===== config.mk =====
export PLATFORM = sky130hd
export DESIGN_NAME = iterative_integer_alu_top
export DESIGN_NICKNAME = d
export VERILOG_FILES = /design/src/rtl/iialu_pkg.sv /design/src/rtl/iialu_dpath.sv /design/src/rtl/iialu_ctrl.sv /design/src/rtl/iterative_integer_alu_top.sv
export VERILOG_INCLUDE_DIRS = /design/src /design/src/rtl
export SDC_FILE = /design/constraint.sdc
export NUM_CORES = 1
export LEC_CHECK = 0
export BUFFER_PORTS_ARGS = -buffer_cell sky130_fd_sc_hd__clkbuf_2
export CAP_MARGIN = 20
export CORE_MARGIN = 2
export CORE_UTILIZATION = 45
export DETAILED_ROUTE_END_ITERATION = 16
export SETUP_SLACK_MARGIN = 0.5
export SLEW_MARGIN = 25
export SYNTH_ARGS = -nofsm -noshare
export SYNTH_HDL_FRONTEND = slang
export SYNTH_SLANG_ARGS = --single-unit

===== constraint.sdc =====
create_clock -name clk -period 7 [get_ports clk]
set_input_delay 1.05 -clock clk [delete_from_list [all_inputs] [get_ports clk]]
set_output_delay 1.05 -clock clk [all_outputs]
set_load 0.005 [all_outputs]

===== src/rtl/iterative_integer_alu_top_assert.svh =====
// Assertion macros used by the iterative ALU sequencer RTL.
// Each macro expects signals clk and rst_n in the scope that uses it.
`ifndef ITERATIVE_INTEGER_ALU_TOP_ASSERT_SVH
`define ITERATIVE_INTEGER_ALU_TOP_ASSERT_SVH

// Same-cycle implication.
`define IIALU_ASSERT_IMP(lbl, ante, cons, msg) \
  lbl: assert property (@(posedge clk) disable iff (!rst_n) (ante) |-> (cons)) \
    else $error(msg);

// Next-cycle implication.
`define IIALU_ASSERT_NXT(lbl, ante, cons, msg) \
  lbl: assert property (@(posedge clk) disable iff (!rst_n) (ante) |=> (cons)) \
    else $error(msg);

`endif


===== src/rtl/iialu_pkg.sv =====
// Package for the iterative integer ALU: widths, opcodes, FSM states and
// the control struct passed from sequencer to datapath. No dependencies.
`timescale 1ns / 1ps

package iialu_pkg;

  localparam int DATA_WIDTH = 32;
  localparam int OPC_W      = 3;
  localparam int CNT_W      = $clog2(DATA_WIDTH);

  // long ops iterate once per operand bit
  localparam logic [CNT_W-1:0] STEPS_LONG  = CNT_W'(DATA_WIDTH - 1);
  localparam logic [CNT_W-1:0] STEPS_SHORT = '0;

  typedef enum logic [OPC_W-1:0] {
    OPC_ADD = 3'd0,
    OPC_SUB = 3'd1,
    OPC_MUL = 3'd2,
    OPC_DIV = 3'd3,
    OPC_MOD = 3'd4
  } opcode_t;

  typedef enum logic [1:0] {
    ST_IDLE,
    ST_RUN,
    ST_DONE
  } state_t;

  typedef struct packed {
    logic load;
    logic step;
  } dp_ctrl_t;

endpackage


===== src/rtl/iialu_dpath.sv =====
// Datapath of the iterative ALU: operand, accumulator and flag registers
// around one shared (DATA_WIDTH+1)-bit adder. Depends on iialu_pkg.
`timescale 1ns / 1ps

module iialu_dpath (
  input  logic                                 clk,
  input  iialu_pkg::dp_ctrl_t                  ctl,
  input  logic [iialu_pkg::OPC_W-1:0]          in_opcode,
  input  logic signed [iialu_pkg::DATA_WIDTH-1:0] in_operand_a,
  input  logic signed [iialu_pkg::DATA_WIDTH-1:0] in_operand_b,
  output logic signed [iialu_pkg::DATA_WIDTH-1:0] res_value,
  output logic                                 res_error
);
  import iialu_pkg::*;

  localparam int W = DATA_WIDTH;

  logic [OPC_W-1:0] opc_r;
  logic [W-1:0]     opa_r, opa_nxt;
  logic [W-1:0]     opb_r, opb_nxt;
  logic [W-1:0]     acc_r, acc_nxt;
  logic             err_r, short_r;

  logic [W:0]       add_x, add_y, add_sum;
  logic             add_sub;
  logic             div_op, div_run;

  assign div_op  = (opc_r == OPC_DIV) || (opc_r == OPC_MOD);
  assign div_run = div_op && !err_r && !short_r;

  // shared adder operand selection
  always_comb begin
    add_x   = {1'b0, opa_r};
    add_y   = {1'b0, opb_r};
    add_sub = 1'b0;
    case (opc_r)
      OPC_SUB: add_sub = 1'b1;
      OPC_MUL: begin
        add_x = {1'b0, acc_r};
        add_y = opb_r[0] ? {1'b0, opa_r} : '0;
      end
      OPC_DIV, OPC_MOD: begin
        // restoring division: partial remainder shifted with next dividend bit
        add_x   = {acc_r, opa_r[W-1]};
        add_sub = 1'b1;
      end
      default: ;
    endcase
  end

  assign add_sum = add_x + (add_sub ? ~add_y : add_y) + {{W{1'b0}}, add_sub};

  always_comb begin
    opa_nxt = opa_r;
    opb_nxt = opb_r;
    acc_nxt = acc_r;
    if (ctl.step) begin
      case (opc_r)
        OPC_ADD, OPC_SUB: acc_nxt = add_sum[W-1:0];
        OPC_MUL: begin
          acc_nxt = add_sum[W-1:0];
          opa_nxt = {opa_r[W-2:0], 1'b0};
          opb_nxt = {1'b0, opb_r[W-1:1]};
        end
        OPC_DIV, OPC_MOD: begin
          if (div_run) begin
            acc_nxt = add_sum[W] ? add_x[W-1:0] : add_sum[W-1:0];
            opa_nxt = {opa_r[W-2:0], ~add_sum[W]};
          end
        end
        default: ;
      endcase
    end
  end

  always_ff @(posedge clk) begin
    if (ctl.load) begin
      opc_r   <= in_opcode;
      opa_r   <= in_operand_a;
      opb_r   <= in_operand_b;
      acc_r   <= '0;
      err_r   <= ((in_opcode == OPC_DIV) || (in_opcode == OPC_MOD))
                 && (in_operand_b <= 0);
      short_r <= in_operand_a < in_operand_b;
    end else begin
      opa_r <= opa_nxt;
      opb_r <= opb_nxt;
      acc_r <= acc_nxt;
    end
  end

  always_comb begin
    res_error = 1'b0;
    case (opc_r)
      OPC_ADD, OPC_SUB, OPC_MUL: res_value = acc_r;
      OPC_DIV: begin
        res_error = err_r;
        res_value = (err_r || short_r) ? '0 : opa_r;
      end
      OPC_MOD: begin
        // dividend below divisor: opa_r still holds the untouched dividend
        res_error = err_r;
        res_value = err_r ? '0 : (short_r ? opa_r : acc_r);
      end
      default: res_value = '0;
    endcase
  end

endmodule


===== src/rtl/iialu_ctrl.sv =====
// Sequencer of the iterative ALU: idle/run/done FSM and step counter.
// Depends on iialu_pkg and the assertion macro header.
`timescale 1ns / 1ps

module iialu_ctrl (
  input  logic                        clk,
  input  logic                        rst_n,
  input  logic                        in_valid,
  input  logic [iialu_pkg::OPC_W-1:0] in_opcode,
  input  logic                        out_free,
  output logic                        in_stall,
  output iialu_pkg::dp_ctrl_t         ctl,
  output logic                        finish
);
  import iialu_pkg::*;
  `include "iterative_integer_alu_top_assert.svh"

  state_t           state_r, state_nxt;
  logic [CNT_W-1:0] cnt_r, cnt_nxt;
  logic             long_op;

  assign long_op = (in_opcode == OPC_MUL) || (in_opcode == OPC_DIV)
                   || (in_opcode == OPC_MOD);

  always_ff @(posedge clk) begin
    if (!rst_n) begin
      state_r <= ST_IDLE;
      cnt_r   <= '0;
    end else begin
      state_r <= state_nxt;
      cnt_r   <= cnt_nxt;
    end
  end

  always_comb begin
    state_nxt = state_r;
    cnt_nxt   = cnt_r;
    ctl       = '0;
    finish    = 1'b0;
    in_stall  = 1'b1;
    case (state_r)
      ST_IDLE: begin
        in_stall = 1'b0;
        if (in_valid) begin
          ctl.load  = 1'b1;
          cnt_nxt   = long_op ? STEPS_LONG : STEPS_SHORT;
          state_nxt = ST_RUN;
        end
      end
      ST_RUN: begin
        ctl.step = 1'b1;
        if (cnt_r == '0) begin
          state_nxt = ST_DONE;
        end else begin
          cnt_nxt = cnt_r - 1'b1;
        end
      end
      ST_DONE: begin
        // wait here until the output register can take the result
        if (out_free) begin
          finish    = 1'b1;
          state_nxt = ST_IDLE;
        end
      end
      default: state_nxt = ST_IDLE;
    endcase
  end

  `IIALU_ASSERT_IMP(a_finish_free, finish, out_free, "result pushed into a full output register")
  `IIALU_ASSERT_NXT(a_load_run, ctl.load, state_r == ST_RUN, "load not followed by run")
  `IIALU_ASSERT_NXT(a_last_done, ctl.step && (cnt_r == '0), state_r == ST_DONE && !ctl.step,
                    "iteration did not stop at count zero")

endmodule


===== src/rtl/iterative_integer_alu_top.sv =====
// Top level of the iterative integer ALU: sequencer, datapath and the
// output register. Depends on iialu_pkg, iialu_ctrl and iialu_dpath.
//
//  channel | direction | handshake            | payload
//  in_     | input     | in_valid / in_stall   | in_opcode, in_operand_a, in_operand_b
//  out_    | output    | out_valid / out_stall | out_value, out_error
//
// Add, subtract and unused opcodes take a single pass of the shared adder;
// multiply, divide and modulo take one pass per bit of the shared adder loop,
// plus load and writeback. in_stall is high from load until writeback.
// A finished result sits in the output register so a new transaction may
// start while it waits; the core holds its next result if that register is
// still full. rst_n is synchronous, active low, and clears control state only.
`timescale 1ns / 1ps

module iterative_integer_alu_top (
  input  logic                                    clk,
  input  logic                                    rst_n,
  input  logic                                    in_valid,
  output logic                                    in_stall,
  input  logic [iialu_pkg::OPC_W-1:0]             in_opcode,
  input  logic signed [iialu_pkg::DATA_WIDTH-1:0] in_operand_a,
  input  logic signed [iialu_pkg::DATA_WIDTH-1:0] in_operand_b,
  output logic                                    out_valid,
  input  logic                                    out_stall,
  output logic signed [iialu_pkg::DATA_WIDTH-1:0] out_value,
  output logic                                    out_error
);
  import iialu_pkg::*;

  dp_ctrl_t                ctl;
  logic                    finish;
  logic                    out_free;
  logic signed [DATA_WIDTH-1:0] res_value;
  logic                    res_error;

  logic                    out_valid_r;
  logic signed [DATA_WIDTH-1:0] out_value_r;
  logic                    out_error_r;

  assign out_free = !out_valid_r || !out_stall;

  iialu_ctrl u_ctrl (
    .clk      (clk),
    .rst_n    (rst_n),
    .in_valid (in_valid),
    .in_opcode(in_opcode),
    .out_free (out_free),
    .in_stall (in_stall),
    .ctl      (ctl),
    .finish   (finish)
  );

  iialu_dpath u_dpath (
    .clk         (clk),
    .ctl         (ctl),
    .in_opcode   (in_opcode),
    .in_operand_a(in_operand_a),
    .in_operand_b(in_operand_b),
    .res_value   (res_value),
    .res_error   (res_error)
  );

  always_ff @(posedge clk) begin
    if (!rst_n) begin
      out_valid_r <= 1'b0;
    end else if (finish) begin
      out_valid_r <= 1'b1;
    end else if (!out_stall) begin
      out_valid_r <= 1'b0;
    end
  end

  always_ff @(posedge clk) begin
    if (finish) begin
      out_value_r <= res_value;
      out_error_r <= res_error;
    end
  end

  assign out_valid = out_valid_r;
  assign out_value = out_value_r;
  assign out_error = out_error_r;

endmodule

---- Word-level counts from Yosys, hierarchy flattened ----
Cells that the tools add are included.
W data, S select, Z words.
word-level totals
  bits in writable memories ............... 0
  bits in latches ......................... 0
  memories ................................ 0
  register bits after elaboration ......... 142
  output and inout port bits .............. 35
  memory bits (read-only) ................. 0
  input bits .............................. 71
operators by class
  divide/modulo/power cells ............... 0
  bitwise gates (word level) .............. 2
  add/sub/neg operators ................... 3
  multipliers ............................. 0
  mux-type cells .......................... 35
  $lt $le $gt $ge ......................... 2
  shift operators ......................... 0
  equality and inequality tests ........... 16
  reduce and logical (&&, ||, !) cells .... 29
operator list
  cell                   count
  $mux W32               12
  $pmux W32 S2           2
  $pmux W32 S3           1
  $mux W33               2
  $pmux W33 S2           1
  $add A33 B1 Y33        1
  $add A33 B33 Y33       1
  $not A33 Y33           1
  $le A32 B1 Y1 const B  1
  $lt A32 B32 Y1         1
  $mux W5                3
  $eq A3 B2 Y1 const B   4
  $reduce_and A3 Y1      4
  $pmux W5 S2            1
  $mux W1                9
  $reduce_bool A2 Y1     4
  $eq A3 B3 Y1 const B   2
  $logic_or A1 B1 Y1     6
  $mux W2                3
  $ne A2 B1 Y1 const B   3
  $ne A2 B2 Y1 const B   3
  $pmux W2 S3            1
  $reduce_or A3 Y1       2
  $logic_not A5 Y1       1
  13 further kinds       18

---- Logic depth before layout (Yosys ltp) ----
  word-level depth ........................ 11
  gate-level depth with buffers ........... 21
  gate-level depth less buffers ........... 15

---- By module ----
A second synthesis with hierarchy kept.
unflattened totals
  cells, all modules ...................... 1056
  area total of the unflattened synthesis .. 9999.6 sq um
modules (own cells, without submodules)
  module                     area each (sq um)  seq. area each (sq um)  instances  cells an instance
  iialu_dpath                8528.2             2712.6                  1          974
  iterative_integer_alu_top  1026.0             1011.0                  1          37
  iialu_ctrl                 445.4              140.1                   1          45

---- Least setup slack after synthesis ----
OpenSTA, ideal clock, no wires.
  path type ............................... register to register
  start point ............................. register u_dpath.opc_r[0]
  end point ............................... register u_dpath.acc_r[13]
  data required time ...................... 6867 ps
  buffers on the path ..................... 5
  library setup time ...................... 133 ps
  path slack .............................. 2673 ps
  data arrival time ....................... 4194 ps
  stages on the path, launching flop included .. 18
  cells stage by stage .................... edfxtp_1 -> buf_2 -> or2_2 -> nor2_1 -> a21oi_1 -> clkbuf_1 -> xor2_1 -> ha_1 -> clkbuf_1 -> a2111oi_0 -> a211oi_2 -> o211ai_1 -> nor4b_1 -> a2111o_1 -> buf_2 -> buf_4 -> mux2i_1 -> a21oi_1
on the way
  cells in the longest elaborated chain, start to end .. 9
ends and longest elaborated chain
  element                                                 RTL line                              source
  start, declared                                         iialu_dpath.sv:18                     logic [OPC_W-1:0] opc_r;
  start signal, assigned                                  iialu_dpath.sv:78                     opc_r <= in_opcode;
  $eq A3 B1 Y1 (tied with other cells)                    iialu_dpath.sv:36, iialu_dpath.sv:58
  $reduce_or A3 Y1 (no line) or $mux W33 (tied branches)  n/a
  $mux W1 or $not A33 Y33 (tied branches)                 iialu_dpath.sv:36, iialu_dpath.sv:51
  $mux W33                                                iialu_dpath.sv:51                     assign add_sum = add_x + (add_sub ? ~add_y : add_y) + {{W{1'b0}}, add_sub};
  $add A33 B33 Y33                                        iialu_dpath.sv:51
  $add A33 B1 Y33                                         iialu_dpath.sv:51
  $mux W32                                                iialu_dpath.sv:67                     acc_nxt = add_sum[W] ? add_x[W-1:0] : add_sum[W-1:0];
  $mux W32                                                iialu_dpath.sv:66                     if (div_run) begin
  $pmux W32 S2                                            iialu_dpath.sv:58                     case (opc_r)
  end signal, assigned                                    iialu_dpath.sv:88                     acc_r <= acc_nxt;
  end, declared                                           iialu_dpath.sv:21                     logic [W-1:0] acc_r, acc_nxt;
Several ways; a longest one is shown, not always the timed one. The select of a mux whose other input is x is not followed.
A chain may end at the register's enable or synchronous reset.

---- Worst setup path in the final report ----
  start point ............................. register u_dpath.opc_r[2]
  end point ............................... register u_dpath.acc_r[14]
Same word-level chain as after synthesis.

==> impl_results.md <==
- Status: finished, final reports clean
- Final period utilization: between 70% and 80%
- Worst-path clk slew: 0.07 ns
- FP Rows: 54
- Total congestion overflow: 0
- RSZ-0062 raised after global routing: no
- Number of global-route vias before repair: between 8000 and 9000
- Final WS setup: ~1.4 ns
- Logic pwr share: between 40% and 50%
- CTS tree: done
- P_int: 2.26 mW
- Antenna-violating nets left: 0
- Worst setup SP type: register
- WL/cell: between 15 and 20 um
- Max Cap Viol: 0
- Overall routing resource usage: 24.9%
- Flop pwr share: 32.9%
- Mapped Cells: 1158
- DRC Markers: 0
- Asr flop ratio synth: 0%
- Fill count: 2185
- First-pass GRT wire length: 46.3 mm
- Fmax: 0.179 GHz
- Starting density of the core: a little under half
- Clock Latency Late Sink: 0.44 ns
- Clk_skew: 0.0126 ns
- Worst EP arrival: 5.89 ns
- Crit end category: register
- Ports: between 100 and 150
- Final min period: 5.59 ns
- Post-synth top area share: between 30% and 40%
- Num CTS Buffers: 17
- Hold_buf cts: 0
- Worst-case vdd ir drop: a little under 0.0002 V
- DRT Pass-1 Iters: 5
- Clock root cell: clkbuf_16
- Yosys Warn Count: 0
- Yosys reg bits: between 100 and 150
- Cell variety after synth: 70
- Clock sink count: 142
- Net Switching: 1.54 mW
- Avg Synthesized Cell Area: 8.59 um^2
- Ys flop type: edfxtp_1
- Chip height: 153 um
- Worst-path maximum fanout: 24
- Hold WC Path Type: register to register
- Setup-failing EPs final: 0
- Area grow syn2layout: 13.9%
- Register area share after synthesis: about 39%
- Largest cells by area after synthesis: edfxtp_1 (31%), nand2_1 (8.6%), dfxtp_1 (8.1%), ha_1 (8.1%), o21ai_0 (4.9%)
- H-tree Lvls: 4
- Switching share of power: 40.5%
- Clock power share: 24.1%
- Share of cells above drive strength 1: 14.3%
- EDFF count, synth: 102
- Pre-CTS setup slack: 1.49 ns
- Vias: about 8900
- Final Hold Viols: 0
- Pin count of the biggest net entering global routing: 72
- Horiz. Die Dim: about 150 um
- Routability-driven placement congestion ratio: 0.862
- Initial antenna violation count: 0
- Kind of critical path: register to register
- Relative slew slack: 38.7%
- Nets: 1370
- Syn_nets: 1294
- DP Wirelength: 20.9 mm
- Clock Tree Buf Depth: 2
- Port Buffers: 105
- Req. time, crit path: around 7.3 ns
- Post-Syn Area: 9950 um^2
- Pleak: around 5 nW
- Antenna cells: 0
- PostCTS Resize Cnt: 0
- Total Wirelength: 28.9 mm
- PwrDens: around 340 nW/um^2
- Setup bufs post-CTS: 0
- Vias/cell: 5.83
- Die Area: around 23000 um^2
- Initial drt markers: 709
- Slew at the pin with the worst max-slew slack: 0.917 ns
- Setup TNS: 0 ns
- Final Max Tran Viols: 0
- Leading area contributor after synthesis: edfxtp_1
- CORE AREA: 21800 um^2
## power groups by stage
stage	clock network [mW]	logic [mW]	registers, mW
6_report	0.919	1.63	1.25
3_3_place_gp	0	1.61	1.26
2_1_floorplan	0	1.25	1.19
4_1_cts	0.930	1.63	1.24
5_1_grt	0.959	1.84	1.26
3_5_place_dp	0	1.62	1.26
## kinds of logic (layout without fill, tap and decap cells)
group	Yosys count	count (layout)	synth area share [%]
fa+ha+maj	65	65	8.25
compound gates	361	361	23.4
mux	11	11	1.11
buf+inv	113	202	4.47
xor+xnor	51	51	4.49
simple gates	415	415	19.4
flops	142	142	38.8
## per-stage QoR
stage	instances	area [um^2]	utilization, %	hold WS [ns]	power [mW]
after detailed placement	1495	10800	49.4	0.454	2.88
final	1527	11300	52.1	0.465	3.81
after CTS	1527	11300	52.1	0.464	3.80
after floorplan	1158	9950	-	0.437	2.44
after global placement	1495	10800	49.4	0.450	2.87
after global routing	1527	11300	52.1	0.488	4.07
## flip-flops by register name (all words and copies together), names as in the netlist
register and cells:
u_dpath.opc_r 3, u_ctrl.cnt_r 5, out_error 1, u_dpath.acc_r 32
u_dpath.err_r 1, u_dpath.opa_r 32, u_ctrl.state_r 2, u_dpath.opb_r 32
out_valid 1, u_dpath.short_r 1, out_value 32
## per-layer routing
layer,routed length (um),vias to the layer above,track usage [%]
li1,-,4401,-
met1,14100,4208,37.0
met2,12600,261,37.7
met3,1770,33,4.49
met4,399,0,6.04
met5,0,-,0
## worst paths after layout
path / slack, ns / start / cells past startpoint / to
max reg2reg: 1.41 / u_dpath.opc_r[2]$_DFFE_PP_ / 14 / u_dpath.acc_r[14]$_SDFFE_PP0P_
max: 1.41 / u_dpath.opc_r[2]$_DFFE_PP_ / 14 / u_dpath.acc_r[14]$_SDFFE_PP0P_
min reg2reg: 0.47 / u_ctrl.cnt_r[3]$_SDFFE_PN0P_ / 2 / u_ctrl.cnt_r[3]$_SDFFE_PN0P_
min: 0.47 / u_ctrl.cnt_r[3]$_SDFFE_PN0P_ / 2 / u_ctrl.cnt_r[3]$_SDFFE_PN0P_
## layout make-up
| type | count | area, um^2 | share of cell area (%) |
|---|---|---|---|
| clock inverters | 13 | 125 | 1.10 |
| flip-flops and latches | 142 | 3860 | 34.1 |
| clock buffers | 19 | 454 | 4.01 |
| repair buffers | 125 | 676 | 5.96 |
| inverters | 45 | 169 | 1.49 |
| multi-input cells | 903 | 5700 | 50.3 |
| well taps | 280 | 350 | 3.09 |
## worst max-delay path: stages (launching register included)
cell and delay [ns]:
edfxtp_1 0.55, nor2b_1 0.36, nand2b_1 0.46, buf_4 0.36, a21oi_1 0.18, xor2_1 0.10
ha_1 0.46, a2111oi_0 0.70, a211oi_2 0.24, o211ai_1 0.20, nor4b_1 0.38, a2111o_1 0.70
buf_4 0.43, mux2i_1 0.23, a21oi_1 0.08
## cells in the final DEF, fill, tap and decap left out, types with 4 or more instances in the layout
cell / Yosys / layout
a21oi_1: 97 / 95
nand3_1: 17 / 17
or3_1: 6 / 6
nor4_1: 8 / 8
and3_1: 43 / 43
a2111oi_0: 4 / 4
a22oi_1: 31 / 31
o21ai_2: 1 / 4
xor2_1: 39 / 39
inv_6: 0 / 4
xnor2_1: 12 / 12
o21ai_0: 98 / 96
a31oi_1: 12 / 12
nor3b_1: 5 / 5
nor2b_1: 10 / 10
nor3_1: 18 / 18
dfxtp_1: 40 / 40
nand2_1: 228 / 227
buf_4: 1 / 20
clkbuf_2: 0 / 105
and4_1: 4 / 4
nor2_1: 35 / 33
a22o_1: 33 / 33
a21o_1: 29 / 29
o21a_1: 6 / 6
and2_1: 6 / 6
edfxtp_1: 102 / 102
clkbuf_16: 0 / 18
ha_1: 64 / 64
nand2b_1: 12 / 12
nand4_1: 14 / 14
o211ai_1: 4 / 4
inv_1: 44 / 44
mux2i_1: 11 / 11
nand3b_1: 4 / 4
## Yosys cell counts, types with 33 or more instances
library cell and instances:
clkbuf_1 57, a22o_1 33, inv_1 44, ha_1 64, and3_1 43, nor2_1 35
xor2_1 39, o21ai_0 98, nand2_1 228, a21oi_1 97, edfxtp_1 102, dfxtp_1 40
No activity file was read; power rests on OpenSTA's default activity.
